<file path="config.mk">
export PLATFORM = sky130hd
export DESIGN_NAME = mcb_sdiv
export DESIGN_NICKNAME = d
export VERILOG_FILES = /design/src/rtl/mcb_pkg.sv /design/src/rtl/mcb_sdiv.sv
export SDC_FILE = /design/constraint.sdc
export NUM_CORES = 1
export LEC_CHECK = 0
export ABC_AREA = 1
export BUFFER_PORTS_ARGS = -buffer_cell sky130_fd_sc_hd__buf_4
export CAP_MARGIN = 15
export CORE_MARGIN = 3
export CORE_UTILIZATION = 54
export CTS_CLUSTER_DIAMETER = 50
export DETAILED_ROUTE_END_ITERATION = 8
export PLACE_DENSITY = 0.75
export SLEW_MARGIN = 20
export SYNTH_ARGS = -nofsm -noshare
export SYNTH_HDL_FRONTEND = slang
export SYNTH_SLANG_ARGS = --single-unit
</file>
<file path="constraint.sdc">
create_clock -name clk -period 2.5 [get_ports clk]
set_clock_uncertainty 0.1 [all_clocks]
set_input_delay 0.375 -clock clk [delete_from_list [all_inputs] [get_ports clk]]
set_output_delay 0.375 -clock clk [all_outputs]
set_load 0.01 [all_outputs]
</file>
<file path="src/rtl/mcb_pkg.sv">
// Shared constants, state codes and helper functions for the monotone cubic
// to Bezier converter. No dependencies; every other file imports this package.
`timescale 1ns / 1ps
`default_nettype none

package mcb_pkg;

  // Field widths of the knot and point words.
  localparam int X_BITS  = 16;
  localparam int Y_BITS  = 16;
  localparam int NUM_W   = 51;   // slope numerator and denominator width
  localparam int MA_W    = 36;   // shared multiplier, A operand (signed)
  localparam int MB_W    = 17;   // shared multiplier, B operand (signed)
  localparam int MP_W    = MA_W + MB_W;
  localparam int D3_W    = 29;   // signed operand of the divide-by-three unit
  localparam int SLOPE_W = 32;

  // Point kinds.
  localparam logic [1:0] KIND_KNOT = 2'd0;
  localparam logic [1:0] KIND_H1   = 2'd1;
  localparam logic [1:0] KIND_H2   = 2'd2;

  // Sequencer states, one-hot.
  typedef enum logic [10:0] {
    S_IDLE  = 11'b000_0000_0001,
    S_SMUL  = 11'b000_0000_0010,
    S_SDIV  = 11'b000_0000_0100,
    S_KNOT  = 11'b000_0000_1000,
    S_HXS   = 11'b000_0001_0000,
    S_HXW   = 11'b000_0010_0000,
    S_HMUL  = 11'b000_0100_0000,
    S_HYS   = 11'b000_1000_0000,
    S_HYW   = 11'b001_0000_0000,
    S_HEMIT = 11'b010_0000_0000,
    S_FINAL = 11'b100_0000_0000
  } state_t;

  // Clamp a signed sum to the unsigned x range.
  function automatic logic [X_BITS-1:0] clamp_x(input logic signed [29:0] v);
    logic [X_BITS-1:0] r;
    if (v < 0) r = '0;
    else if (v > 30'sd65535) r = '1;
    else r = v[X_BITS-1:0];
    return r;
  endfunction

  // Saturate a signed sum to the signed y range.
  function automatic logic signed [Y_BITS-1:0] sat_y(input logic signed [29:0] v);
    logic signed [Y_BITS-1:0] r;
    if (v > 30'sd32767) r = 16'sh7FFF;
    else if (v < -30'sd32768) r = 16'sh8000;
    else r = v[Y_BITS-1:0];
    return r;
  endfunction

  // Seven radix-4 digits of a long division by three; returns {rem, quotient}.
  function automatic logic [15:0] div3_chunk(input logic [1:0] rin,
                                             input logic [13:0] d);
    logic [1:0]  r;
    logic [3:0]  t;
    logic [13:0] q;
    r = rin;
    q = '0;
    for (int i = 6; i >= 0; i--) begin
      t = {r, d[2*i+1 -: 2]};
      if (t >= 4'd9) begin
        q[2*i+1 -: 2] = 2'd3;
        t = t - 4'd9;
      end else if (t >= 4'd6) begin
        q[2*i+1 -: 2] = 2'd2;
        t = t - 4'd6;
      end else if (t >= 4'd3) begin
        q[2*i+1 -: 2] = 2'd1;
        t = t - 4'd3;
      end else begin
        q[2*i+1 -: 2] = 2'd0;
      end
      r = t[1:0];
    end
    return {r, q};
  endfunction

endpackage

`default_nettype wire

</file>
<file path="src/rtl/mcb_sdiv.sv">
// Restoring divider for the slope: 32 quotient bits of num * 2^20 / den.
// Depends on mcb_pkg (NUM_W). Flags overflow of the 32-bit quotient.
`timescale 1ns / 1ps
`default_nettype none

module mcb_sdiv import mcb_pkg::*; (
  input  wire logic             clk,
  input  wire logic             rst,
  input  wire logic             start,
  input  wire logic [NUM_W-1:0] num,
  input  wire logic [NUM_W-1:0] den,
  output logic                  done,
  output logic                  ovf,
  output logic [SLOPE_W-1:0]    mag
);

  logic [63:0] rem;
  logic [62:0] dbig;
  logic [4:0]  cnt;
  logic        busy;
  logic [63:0] rsh;
  logic [63:0] diff;

  assign rsh  = {rem[62:0], 1'b0};
  assign diff = rsh - {1'b0, dbig};

  always_ff @(posedge clk) begin
    if (rst) begin
      busy <= 1'b0;
      done <= 1'b0;
      cnt  <= '0;
    end else begin
      done <= 1'b0;
      if (start) begin
        busy <= 1'b1;
        cnt  <= '0;
      end else if (busy) begin
        cnt <= cnt + 5'd1;
        if (cnt == 5'd31) begin
          busy <= 1'b0;
          done <= 1'b1;
        end
      end
    end
  end

  // One compare and subtract per cycle against den shifted up by twelve.
  always_ff @(posedge clk) begin
    if (start) begin
      dbig <= {den, 12'b0};
      rem  <= {13'b0, num};
      ovf  <= ({12'b0, num} >= {den, 12'b0});
    end else if (busy) begin
      if (!diff[63]) begin
        rem <= diff;
        mag <= {mag[SLOPE_W-2:0], 1'b1};
      end else begin
        rem <= rsh;
        mag <= {mag[SLOPE_W-2:0], 1'b0};
      end
    end
  end

endmodule

`default_nettype wire

</file>
# Word-level counts from Yosys, hierarchy flattened
# Cells that the tools add are included.
[classes]
n_addsub = 2
n_lt_le_gt_ge = 1
eq_ne = 1
n_mux = 8
bitwise_logic = 2
reduce_logical = 4
[op_table]
columns = ["op", "n"]
rows = [
  ["51-bit 2-to-1 mux", 2],
  ["64-bit by 63-bit subtractor with 64-bit output", 1],
  ["51-bit by 63-bit greater-or-equal comparator with 1-bit output", 1],
  ["63-bit 2-to-1 mux", 1],
  ["5-bit by 1-bit adder with 5-bit output (second input constant)", 1],
  ["5-bit equality test (second input constant)", 1],
  ["1-bit 2-to-1 mux", 5],
  ["3-bit OR reduction", 1],
  ["1-bit NOT", 2],
  ["2-bit AND reduction", 1],
  ["2-bit nonzero test", 1],
  ["2-bit OR reduction", 1],
]
[word_totals]
reg_bits = 154
inputBits = 105
out_inout_bits = 34
word_cells = 26

# Longest topological paths before layout
[logic_depth]
depth_word = 4
ltp_mapped = 19
mapped_depth_nobuf = 19

# Worst setup path after synthesis
# Ideal clock, no wire load.
[synth_path]
path_type = "input -> register"
startpoint = "in start"
endpoint = "reg rem[0] (enable)"
arrival_time_ns = 1.896
setup_slack_ns = 0.099
path_stages = 4
cell_sequence = "clkbuf_1 -> nor2_1 -> clkbuf_1 -> inv_1"
[synth_via]
elab_chain_len = 1
[synth_rtl]
columns = ["element", "line", "source"]
rows = [
  ["from (decl)", "mcb_sdiv.sv:9", "input wire logic start,"],
  ["2-bit nonzero test (no line)", "--", ""],
  ["to (signal assigned)", "mcb_sdiv.sv:51", "rem <= {13'b0, num};"],
  ["to (signal assigned)", "mcb_sdiv.sv:55", "rem <= diff;"],
  ["to (signal assigned)", "mcb_sdiv.sv:58", "rem <= rsh;"],
  ["to (decl)", "mcb_sdiv.sv:17", "logic [63:0] rem;"],
]
# No other way between the ends.
# A chain may end at the register's enable or synchronous reset.

# Final worst setup path
[layout_path]
startpoint = "reg rem[14]"
endpoint = "reg rem[38], data pin"
[layout_via]
elab_chain_len = 4
[layout_rtl]
columns = ["element", "line", "source"]
rows = [
  ["64-bit by 63-bit subtractor with 64-bit output", "mcb_sdiv.sv:25", "assign diff = rsh - {1'b0, dbig};"],
  ["63-bit 2-to-1 mux", "mcb_sdiv.sv:54", "if (!diff[63]) begin"],
  ["51-bit 2-to-1 mux", "mcb_sdiv.sv:53", "end else if (busy) begin"],
  ["51-bit 2-to-1 mux", "mcb_sdiv.sv:49", "if (start) begin"],
]
# No other way between the ends. The select of a mux whose other input is x is not followed.

==> flow_summary.ini <==
[synth]
synth_top_family_by_area = simple AND/OR/NAND/NOR gates
netlist_instances = 1688
ys_ff_latch = 154
synth-simple-area-share_pct = 31.9
netlist_area_mm2 = 0.0117
ys.flop_type = edfxtp_1
synth.area.mux_share_pct = 0
synth_compound_area_share_pct = 4.44
syn_area_per_cell_um2 = 6.95
synth-seq-area-share_pct = 37.8
yosys_warnings = 0
synthAdderAreaFrac_pct = 9.98
synth.net_count = 1886
synth-edff-count = 135
synth_xor_area_share_pct = 2.54
yosysUniqueCellTypes = 38
async_reset_ff_share_pct = 0

[timing]
fin_crit_sh_pct = 107
final-hold-violation-count = 0
layout_min_cycle_time_ns = 2.67
max_clock_freq_mhz = 374
tns_ns = -5.02
hold_ws_ns = 0.00430
rsz0062_at_grt = yes
final_max_slew_viol_count = 0
slew_headroom_pct = 57.9
setup_viol = 50
worst_pin_slew_ns = 0.629
worst_slack_ns = -0.170

[setup_path]
end_kind = flip-flop
worstSetupPathType = reg2reg
critPathLaunchType = flip-flop
crit_fanout = 13
required_ns = 2.59
crit_arrival_ns = 2.76

[global_routing]
grt_pass1_vias = 11000
grt_max_degree = 48
overflow = 0
antenna_found_initial = 0
grt_use_total_pct = 28.9
grt_pass1_wl_um = 54600

[final_layout]
fill_cells = 1595
fin_area_mm2 = 0.0161
n_antenna_cell = 0
fin_util_pct = 75.9
final_net_count = 2196
final_cells = 2286
syn_to_final_growth_pct = 36.9
drive_gt1_share_pct = 26.1

[drt]
avgViaCountPerCell = 5.15
first_pass_iters = 5
num_vias = 11800
drc_errors = 0
ant_nets = 0
first_iter_violations = 907
wl_per_cell_um = 16.4
drt-total-wl_um = 37400

[cts]
cts_buffer_depth = 2
clk_pin_slew_ns = 0.08
h-tree-depth = 4
cts_tree = done
cts_buffers = 17
cts_root_buf = clkbuf_16
cts.sinks = 154
clk_latency_ns = 0.45

[status]
violations = setup timing
status = finished, violations left

[job]
max_cap_viol_count = 0

[power]
ir_drop_uv = 376
p_per_area_mw_per_mm2 = 557
leakagePower_uw = 0.00855

[place]
dpl.cell_count = 2206
hpwl_um = 27300
post_dp_cell_area_mm2 = 0.0140
port_buffers = 138
gp_congestion = 0.989

[floorplan]
rows = 53
ioPinCount = 139
dieArea_mm2 = 0.0235
die_h_um = 153
die_width_um = 153
initial_core_util_pct = 55.5
design.core.area_mm2 = 0.0212

[hold_path]
hold_path_class = in2reg
## cell type report
cell class                      count  area (µm²)  area share [%]
Clock buffer                       17         425            2.65
Inverter                          377        1420            8.81
Sequential cell                   154        4430            27.6
Timing Repair Buffer              314        2560            15.9
Tap cell                          275         344            2.14
Multi-Input combinational cell   1134        6700            41.7
Clock inverter                     15         184            1.15
## final timing paths
path / slack, ns / depth (start not counted) / end / startpoint
max: -0.17 / 15 / rem[38] / rem[14]
min: 0.004 / 1 / dbig[14] / den[2]
max reg2reg: -0.17 / 15 / rem[38] / rem[14]
min reg2reg: 0.35 / 0 / mag[23] / mag[22]
## critical path: stages, from the launching register on
cell       delay [ns]
edfxtp_1         0.40
ha_1             0.37
nand2_1          0.12
nor2_2           0.16
nand2_1          0.10
nor2_1           0.12
nand2_2          0.09
nand3_4          0.10
nand2_4          0.09
nand3_4          0.12
nand2_4          0.08
nand2_8          0.13
clkbuf_16        0.19
nand2_1          0.06
nand3_1          0.09
nand2_1          0.07
## cells in the mapped netlist, drive strengths merged, types with 2 or more instances
library cell	instances	share of area (%)
nand3b	5	0.32
ha	92	9.8
nor4	8	0.43
a21o	2	0.13
and2	3	0.16
xor2	9	0.67
dfxtp	19	3.2
nand2	661	21
clkbuf	10	0.32
edfxtp	135	35
a21oi	63	2.7
nand3	94	4.2
nor2	103	3.5
nand4	17	0.91
o21ai	17	0.73
nor3	17	0.77
o21a	5	0.32
inv	377	12
buf	13	0.99
xnor2	25	1.9
o21bai	5	0.32
and3	2	0.11
## metal layers
metal / vias to the layer above / routed length [µm] / global-route usage (%) / part of all wire, %
li1: 5840 / - / - / -
met1: 5403 / 15800 / 39.9 / 42
met2: 450 / 17600 / 47.5 / 47
met3: 82 / 2900 / 4.64 / 7.8
met4: 0 / 1150 / 8.49 / 3.1
met5: - / 0 / 0 / 0
## power breakdown
group / leakage [µW] / total, µW / switching, µW / internal, µW
Combinational: 0.00677 / 3130 / 1740 / 1390
Clock: 0.000298 / 2700 / 1330 / 1370
Sequential: 0.00148 / 3110 / 106 / 3010
Total: 0.00855 / 8940 / 3180 / 5770
## metrics by stage
| stage | setup WS, ns | total power (µW) |
|---|---|---|
| detailed placement | -0.311 | 5710 |
| global route | -0.225 | 9370 |
| floorplan | 0.0990 | 4580 |
| finish | -0.170 | 8940 |
| global placement | -0.300 | 5670 |
| CTS | -0.0256 | 8550 |
## cell usage in the layout, fill, tap and decap left out, types with 3 or more instances in the layout
cell type	count
nand2_1	584
inv_1	358
buf_4	292
edfxtp_1	135
nor2_1	78
nand3_1	73
nand2_2	57
ha_1	57
a21oi_1	55
ha_4	35
xnor2_1	25
clkbuf_16	22
inv_2	19
dfxtp_1	19
nand2_4	18
nand3_2	17
nand4_1	17
nor2_2	16
o21ai_0	16
nor3_1	15
nor2_4	9
xor2_1	9
dlygate4sd3_1	9
nor4_1	8
buf_12	7
a21oi_2	6
inv_8	6
o21a_1	5
nand3b_1	5
o21bai_1	5
nand3_4	4
and2_1	3
clkinv_8	3
## kinds of logic after synthesis
family	Yosys count
compound gates	96
flops	154
xor+xnor	34
simple gates	911
buf+inv	400
fa+ha+maj	93
## what timing repair did
item	4_1_cts	5_1_grt
resized for setup	60	136
endpoints found under the setup margin	49	51
cloned	0	5
hold buffers	1	8
setup buffers	4	31
pin swaps	9	63
hold endpoints to repair	1	8
## flip-flops by register name, summed over array words and instances, names as in the netlist
| signal | count |
|---|---|
| busy | 1 |
| cnt | 5 |
| done | 1 |
| rem | 63 |
| ovf | 1 |
| dbig | 51 |
| mag | 32 |
Note: power is estimated with default switching activity, not from simulation.
