<file path="config.mk">
export PLATFORM = sky130hd
export DESIGN_NAME = mcb_div3
export DESIGN_NICKNAME = d
export VERILOG_FILES = /design/src/rtl/mcb_pkg.sv /design/src/rtl/mcb_div3.sv
export SDC_FILE = /design/constraint.sdc
export NUM_CORES = 1
export LEC_CHECK = 0
export BUFFER_PORTS_ARGS = -buffer_cell sky130_fd_sc_hd__buf_2
export CORE_UTILIZATION = 45
export DETAILED_ROUTE_END_ITERATION = 8
export GPL_ROUTABILITY_DRIVEN = 1
export PLACE_DENSITY = 0.69
export RECOVER_POWER = 25
export SETUP_SLACK_MARGIN = 0.05
export SYNTH_ARGS = -nofsm -noshare
export SYNTH_HDL_FRONTEND = slang
export SYNTH_SLANG_ARGS = --single-unit
export TNS_END_PERCENT = 50
</file>
<file path="constraint.sdc">
create_clock -name clk -period 8.5 [get_ports clk]
set_input_delay 2.55 -clock clk [delete_from_list [all_inputs] [get_ports clk]]
set_output_delay 2.55 -clock clk [all_outputs]
set_load 0.05 [all_outputs]
</file>
<file path="src/rtl/mcb_pkg.sv">
// Shared constants, state codes and helper functions for the monotone cubic
// to Bezier converter. No dependencies; every other file imports this package.
`timescale 1ns / 1ps
`default_nettype none

package mcb_pkg;

  // Field widths of the knot and point words.
  localparam int X_BITS  = 16;
  localparam int Y_BITS  = 16;
  localparam int NUM_W   = 51;   // slope numerator and denominator width
  localparam int MA_W    = 36;   // shared multiplier, A operand (signed)
  localparam int MB_W    = 17;   // shared multiplier, B operand (signed)
  localparam int MP_W    = MA_W + MB_W;
  localparam int D3_W    = 29;   // signed operand of the divide-by-three unit
  localparam int SLOPE_W = 32;

  // Point kinds.
  localparam logic [1:0] KIND_KNOT = 2'd0;
  localparam logic [1:0] KIND_H1   = 2'd1;
  localparam logic [1:0] KIND_H2   = 2'd2;

  // Sequencer states, one-hot.
  typedef enum logic [10:0] {
    S_IDLE  = 11'b000_0000_0001,
    S_SMUL  = 11'b000_0000_0010,
    S_SDIV  = 11'b000_0000_0100,
    S_KNOT  = 11'b000_0000_1000,
    S_HXS   = 11'b000_0001_0000,
    S_HXW   = 11'b000_0010_0000,
    S_HMUL  = 11'b000_0100_0000,
    S_HYS   = 11'b000_1000_0000,
    S_HYW   = 11'b001_0000_0000,
    S_HEMIT = 11'b010_0000_0000,
    S_FINAL = 11'b100_0000_0000
  } state_t;

  // Clamp a signed sum to the unsigned x range.
  function automatic logic [X_BITS-1:0] clamp_x(input logic signed [29:0] v);
    logic [X_BITS-1:0] r;
    if (v < 0) r = '0;
    else if (v > 30'sd65535) r = '1;
    else r = v[X_BITS-1:0];
    return r;
  endfunction

  // Saturate a signed sum to the signed y range.
  function automatic logic signed [Y_BITS-1:0] sat_y(input logic signed [29:0] v);
    logic signed [Y_BITS-1:0] r;
    if (v > 30'sd32767) r = 16'sh7FFF;
    else if (v < -30'sd32768) r = 16'sh8000;
    else r = v[Y_BITS-1:0];
    return r;
  endfunction

  // Seven radix-4 digits of a long division by three; returns {rem, quotient}.
  function automatic logic [15:0] div3_chunk(input logic [1:0] rin,
                                             input logic [13:0] d);
    logic [1:0]  r;
    logic [3:0]  t;
    logic [13:0] q;
    r = rin;
    q = '0;
    for (int i = 6; i >= 0; i--) begin
      t = {r, d[2*i+1 -: 2]};
      if (t >= 4'd9) begin
        q[2*i+1 -: 2] = 2'd3;
        t = t - 4'd9;
      end else if (t >= 4'd6) begin
        q[2*i+1 -: 2] = 2'd2;
        t = t - 4'd6;
      end else if (t >= 4'd3) begin
        q[2*i+1 -: 2] = 2'd1;
        t = t - 4'd3;
      end else begin
        q[2*i+1 -: 2] = 2'd0;
      end
      r = t[1:0];
    end
    return {r, q};
  endfunction

endpackage

`default_nettype wire

</file>
<file path="src/rtl/mcb_div3.sv">
// Signed floor division by three, seven radix-4 digits per cycle.
// Depends on mcb_pkg (div3_chunk, D3_W). Result is valid when done pulses.
`timescale 1ns / 1ps
`default_nettype none

module mcb_div3 import mcb_pkg::*; (
  input  wire logic                   clk,
  input  wire logic                   rst,
  input  wire logic                   start,
  input  wire logic signed [D3_W-1:0] val,
  output logic                        done,
  output logic signed [D3_W-1:0]      quot
);

  logic [27:0] mag;
  logic [27:0] q;
  logic [1:0]  rem;
  logic        neg;
  logic        step;
  logic        busy;
  logic [15:0] chunk;
  logic signed [D3_W-1:0] qext;

  // One chunk of digits, high half first.
  assign chunk = div3_chunk(rem, step ? mag[13:0] : mag[27:14]);

  always_ff @(posedge clk) begin
    if (rst) begin
      busy <= 1'b0;
      done <= 1'b0;
      step <= 1'b0;
    end else begin
      done <= 1'b0;
      if (start) begin
        busy <= 1'b1;
        step <= 1'b0;
      end else if (busy) begin
        step <= 1'b1;
        if (step) begin
          busy <= 1'b0;
          done <= 1'b1;
        end
      end
    end
  end

  // Datapath: magnitude, remainder and quotient digits.
  always_ff @(posedge clk) begin
    if (start) begin
      neg <= val[D3_W-1];
      mag <= val[D3_W-1] ? 28'(-val) : val[27:0];
      rem <= 2'd0;
    end else if (busy) begin
      rem <= chunk[15:14];
      q   <= {q[13:0], chunk[13:0]};
    end
  end

  // Floor for negative operands rounds the magnitude up.
  assign qext = D3_W'(signed'({1'b0, q}));
  assign quot = neg ? -(qext + D3_W'(rem != 2'd0)) : qext;

endmodule

`default_nettype wire

</file>
# == Word-level counts from Yosys, hierarchy flattened ==
# Index checks and enable logic that the tools add are counted.
# totals
word_cells,121
out_inout_bits,30
register_bits,62
# classes
magnitude_cmp,21
n_addsub,24
muxes,42
n_bitwise,2
n_reduce_logical,11
# ops
cell,n
2-to-1 mux 2 bit,21
adder 28 x 1 -> 29 bit,1
2-to-1 mux 29 bit,1
negator 29 bit,1
">= comparator 4 x 2 -> 1 bit, second input constant",7
">= comparator 4 x 3 -> 1 bit, second input constant",7
">= comparator 4 bit, second input constant",7
2-to-1 mux 28 bit,1
negator 28 bit,1
"subtractor 2 bit, second input constant",14
2-to-1 mux 1 bit,18
OR reduction 2 bit,8
2-to-1 mux 14 bit,1
"subtractor 2 x 1 -> 2 bit, second input constant",7
OR reduction 3 bit,1
inverter 1 bit,2
AND reduction 2 bit,1
nonzero test 2 bit,1

# == Logic depth before layout (Yosys ltp) ==
# logic_depth
ltp_word,29
ltp_mapped,24
ltp_nobuf,23

# == Worst setup path before layout ==
# Ideal clock, no wire load.
# synth_path
path_type,reg2out
start,register rem[1]
end,output quot[26]
stages_incl_launch_ff,23
path_slack_ns,1.132
path_buffers,1
arrival_time_ns,4.818
cell_sequence,dfxtp_1 -> clkbuf_1 -> nor2_1 -> ha_1 -> ha_1 -> a211o_1 -> a21o_1 -> a21oi_1 -> o21bai_1 -> a21oi_1 -> o21bai_1 -> a21oi_1 -> o21bai_1 -> a2111oi_0 -> o31ai_1 -> o2111ai_1 -> a21boi_0 -> o21ai_0 -> a21boi_0 -> o21a_1 -> nor2_1 -> xor2_1 -> mux2i_1
# synth_between
elab_chain_len,4
# synth_lines
item,line,text
start: declaration,mcb_div3.sv:17,logic [1:0] rem;
start signal: assignment,mcb_div3.sv:54,rem <= chunk[15:14];
nonzero test 2 bit,mcb_div3.sv:61,assign quot = neg ? -(qext + D3_W'(rem != 2'd0)) : qext;
adder 28 x 1 -> 29 bit,mcb_div3.sv:61,
negator 29 bit,mcb_div3.sv:61,
2-to-1 mux 29 bit,mcb_div3.sv:61,
end: declaration,mcb_div3.sv:12,output logic signed [D3_W-1:0] quot
# Every way passes these cells.

# == Worst setup path in the final report ==
# layout_path
start,register rem[0]
end,output quot[28]
# Same word-level chain as after synthesis.

==> flow_metrics.tcl <==
set metrics [dict create \
    synth_top_cell_area_share_pct 29.19 \
    multi_input_area_mm2 0.003740 \
    cts_tree "done" \
    drt_wl_total_um 12670 \
    grt_max_degree 52 \
    wire_per_inst_um 14.32 \
    tns_ps 0 \
    clockBufferDepth 2 \
    routed_via_density 5.593 \
    grt_pass1_vias 4640 \
    startpoint_type "flop" \
    drive_gt1_share_pct 14.17 \
    fmaxAchievable_mhz 125.8 \
    num_rows 41 \
    synth-seq-cells 62 \
    vias 4950 \
    stdcell_count 885 \
    cts.sinks 62 \
    report.final.slew_viol_count 35 \
    clk_pin_slew_worst_paths_ps 50 \
    violations "capacitance limit, slew limit" \
    die_w_um 116.1 \
    synth.distinct_cells 70 \
    yosysSeqAreaShare_pct 30.90 \
    antenna_found_initial 0 \
    min_period_over_period_pct 93.55 \
    cp-endpoint "quot[28]" \
    grt-ovfl-total 0 \
    firstDrtPassIters 5 \
    grt_pass1_wl_um 21000 \
    cellPowerDensity_mw_per_mm2 272.0 \
    grt_util_all_layers_pct 19.57 \
    crit-reg2reg-launch "step" \
    rrSetupSlack_ps 1070 \
    htree_levels 3 \
    synth-main-ff-cell "edfxtp_1" \
    fp.dieH_um 116.1 \
    p_leak_nw 2.723 \
    nNetsFinal 799 \
    place_inst 869 \
    ys_async_sr_fraction_pct 0 \
    cts_made_buffers 9 \
    syn_to_final_growth_pct 12.91 \
    syn_area_per_cell_um2 9.034 \
    cts_setup_buffers 0 \
    yosys.area.top_type "edfxtp_1" \
    arrival_ps 5400 \
    hold_buffers 0 \
    synthTopCellsByArea "edfxtp_1 29%, ha_1 13%, xnor2_1 6.0%" \
    worstMarginPinSlew_ps 1723 \
    antenna_left 0 \
    nFillCells 1179 \
    dp_hpwl_um 9909 \
    drtIter0Drc 347 \
    cp_max_fo 11 \
    min_period_ps 7952 \
    ys_warn_count 0 \
    coreArea_mm2 0.01267 \
    syn_area_mm2 0.005863 \
    antennaDiodeCount 0 \
    rsz0062_at_grt "false" \
    crit_type "reg -> out" \
    die_area_mm2 0.01349 \
    synthCells 649 \
    cts-root-buf "clkbuf_16" \
    maxCapViolations 1 \
    synth_edf_count 57 \
    r2r-end "rem[0]" \
    slew_headroom_pct -14.88 \
    end_kind "output pin" \
    status "finished with violations" \
    portBuffers 61 \
    syn_nets 740 \
    finClkSkew_ps 9.504 \
    gp_congestion 0.8656 \
    worst_ir_drop_vdd_uv 114.4 \
    setup_viol 0 \
    rr_worst_depth 21 \
    seq_area_mm2 0.001813 \
    drc_errors 0 \
    initial_core_util_pct 46.27 \
    clk_latency_ps 320 \
    hp-class "reg -> reg" \
    setup.worst_path.start "rem[0]" \
    ios 62 \
    hold_viol 0 \
    cp.required_ps 5950 \
]
[final cells by class]
class                      instances  share of cell area, %
clock buffer                      12                  3.875
clock inverter                     4                 0.6993
inverter                          60                  3.402
multi-input combinational        511                  56.49
sequential                        62                  27.39
tap                              172                  3.251
timing repair buffer              64                  4.895
[per-stage QoR]
step / power (mW) / hold slack, ps / util [%] / area, µm² / worst slack, ps
global placement: 1.395 / 429.5 / 49.97 / 6331 / 934.9
detailed placement: 1.431 / 453.8 / 49.97 / 6331 / 827.1
CTS: 1.802 / 456.0 / 52.36 / 6634 / 411.3
global route: 1.919 / 461.9 / 52.25 / 6620 / 89.60
floorplan: 1.218 / 426.4 / - / 5863 / 1132
finish: 1.801 / 458.2 / 52.25 / 6620 / 548.4
[synth_stat cells, drive strengths merged, types with 6 or more instances]
master	number
nand2b	17
a31oi	8
o21bai	9
o21a	9
o21ai	55
inv	60
ha	59
xnor2	40
nor3	16
nand3	10
mux2	6
nor2b	10
a211o	6
xor2	9
buf	6
and2	9
mux2i	23
or3	9
a21oi	28
a21o	6
nor2	35
a211oi	11
edfxtp	57
nor4	6
nand2	56
o31ai	8
clkbuf	10
[critical path, cell delays in order, from the launching register on]
cell and delay [ps]:
dfxtp_1 510, nor2_1 100, ha_1 200, ha_1 240
a211o_1 300, a21o_1 180, a21oi_1 230, o21bai_1 90
a21oi_1 220, o21bai_1 90, a21oi_1 220, o21bai_1 110
a2111oi_1 510, o31ai_1 240, o2111ai_1 270, a21boi_0 130
o21ai_0 220, a21boi_0 150, o21a_1 220, a311oi_1 310
xor2_1 160, and2_1 120, buf_2 250
[worst min-delay path by stage]
stage / cells past startpoint / slack [ps] / startpoint / to
final: 0 / 460 / q[1] / q[15]
after global routing: 0 / 460 / q[1] / q[15]
after CTS: 0 / 460 / q[1] / q[15]
after detailed placement: 0 / 450 / q[1] / q[15]
after global placement: 0 / 430 / q[1] / q[15]
after floorplan: 0 / 430 / q[0] / q[14]
[repair_timing]
| action | in CTS | in global routing |
|---|---|---|
| gates resized for setup | 0 | 3 |
| hold endpoints to repair | 0 | 0 |
| endpoints found under the setup margin | 0 | 2 |
[placed cells by master, fill, tap and decap left out, types with 4 or more instances in the layout]
cell and n:
inv_1 59, ha_1 59, buf_2 58, edfxtp_1 57, nand2_1 56, o21ai_0 51
xnor2_1 40, nor2_1 35, a21oi_1 28, mux2i_1 21, nand2b_1 17, nor3_1 16
nand3_1 10, o21bai_1 9, and2_1 9, o21a_1 9, or3_1 9, xor2_1 9
nor2b_1 9, clkbuf_16 9, a31oi_1 8, o31ai_1 7, a211oi_1 7, a21o_1 6
a211o_1 6, and3_1 5, nor4_1 5, o211ai_1 5, mux2_2 4, or2_2 4
or4_1 4, o2111ai_1 4, a21boi_0 4, a211oi_2 4, dfxtp_1 4, clkbuf_1 4
[power by group]
| part | internal [mW] | switching (mW) | total (mW) |
|---|---|---|---|
| clock | 0.241 | 0.124 | 0.365 |
| sequential | 0.398 | 0.0267 | 0.425 |
| combinational | 0.355 | 0.656 | 1.01 |
[state kept, by name, indices dropped and copies added (netlist names)]
| name | cells |
|---|---|
| rem | 2 |
| busy | 1 |
| step | 1 |
| done | 1 |
| mag | 28 |
| q | 28 |
| neg | 1 |
[metal layers]
| layer | vias up | track usage [%] | share of wire (%) |
|---|---|---|---|
| li1 | 2483 | - | - |
| met1 | 2297 | 23.40 | 45 |
| met2 | 151 | 35.91 | 50 |
| met3 | 19 | 3.684 | 4.1 |
| met4 | 0 | 5.043 | 1.3 |
| met5 | - | 0 | 0 |
[cells by family (layout without fill, tap and decap cells)]
logic type | count (synthesis) | after routing | synth area share [%]
muxes | 29 | 29 | 5.719
AOI/OAI and AO/OA | 180 | 180 | 21.36
xor gates and xnor gates | 49 | 49 | 7.320
buffers and inverters | 76 | 140 | 5.164
adders and majority gates | 59 | 59 | 12.59
and+or+nand+nor | 194 | 194 | 16.94
DFF | 62 | 62 | 30.90
(Power assumes the default switching activity.)
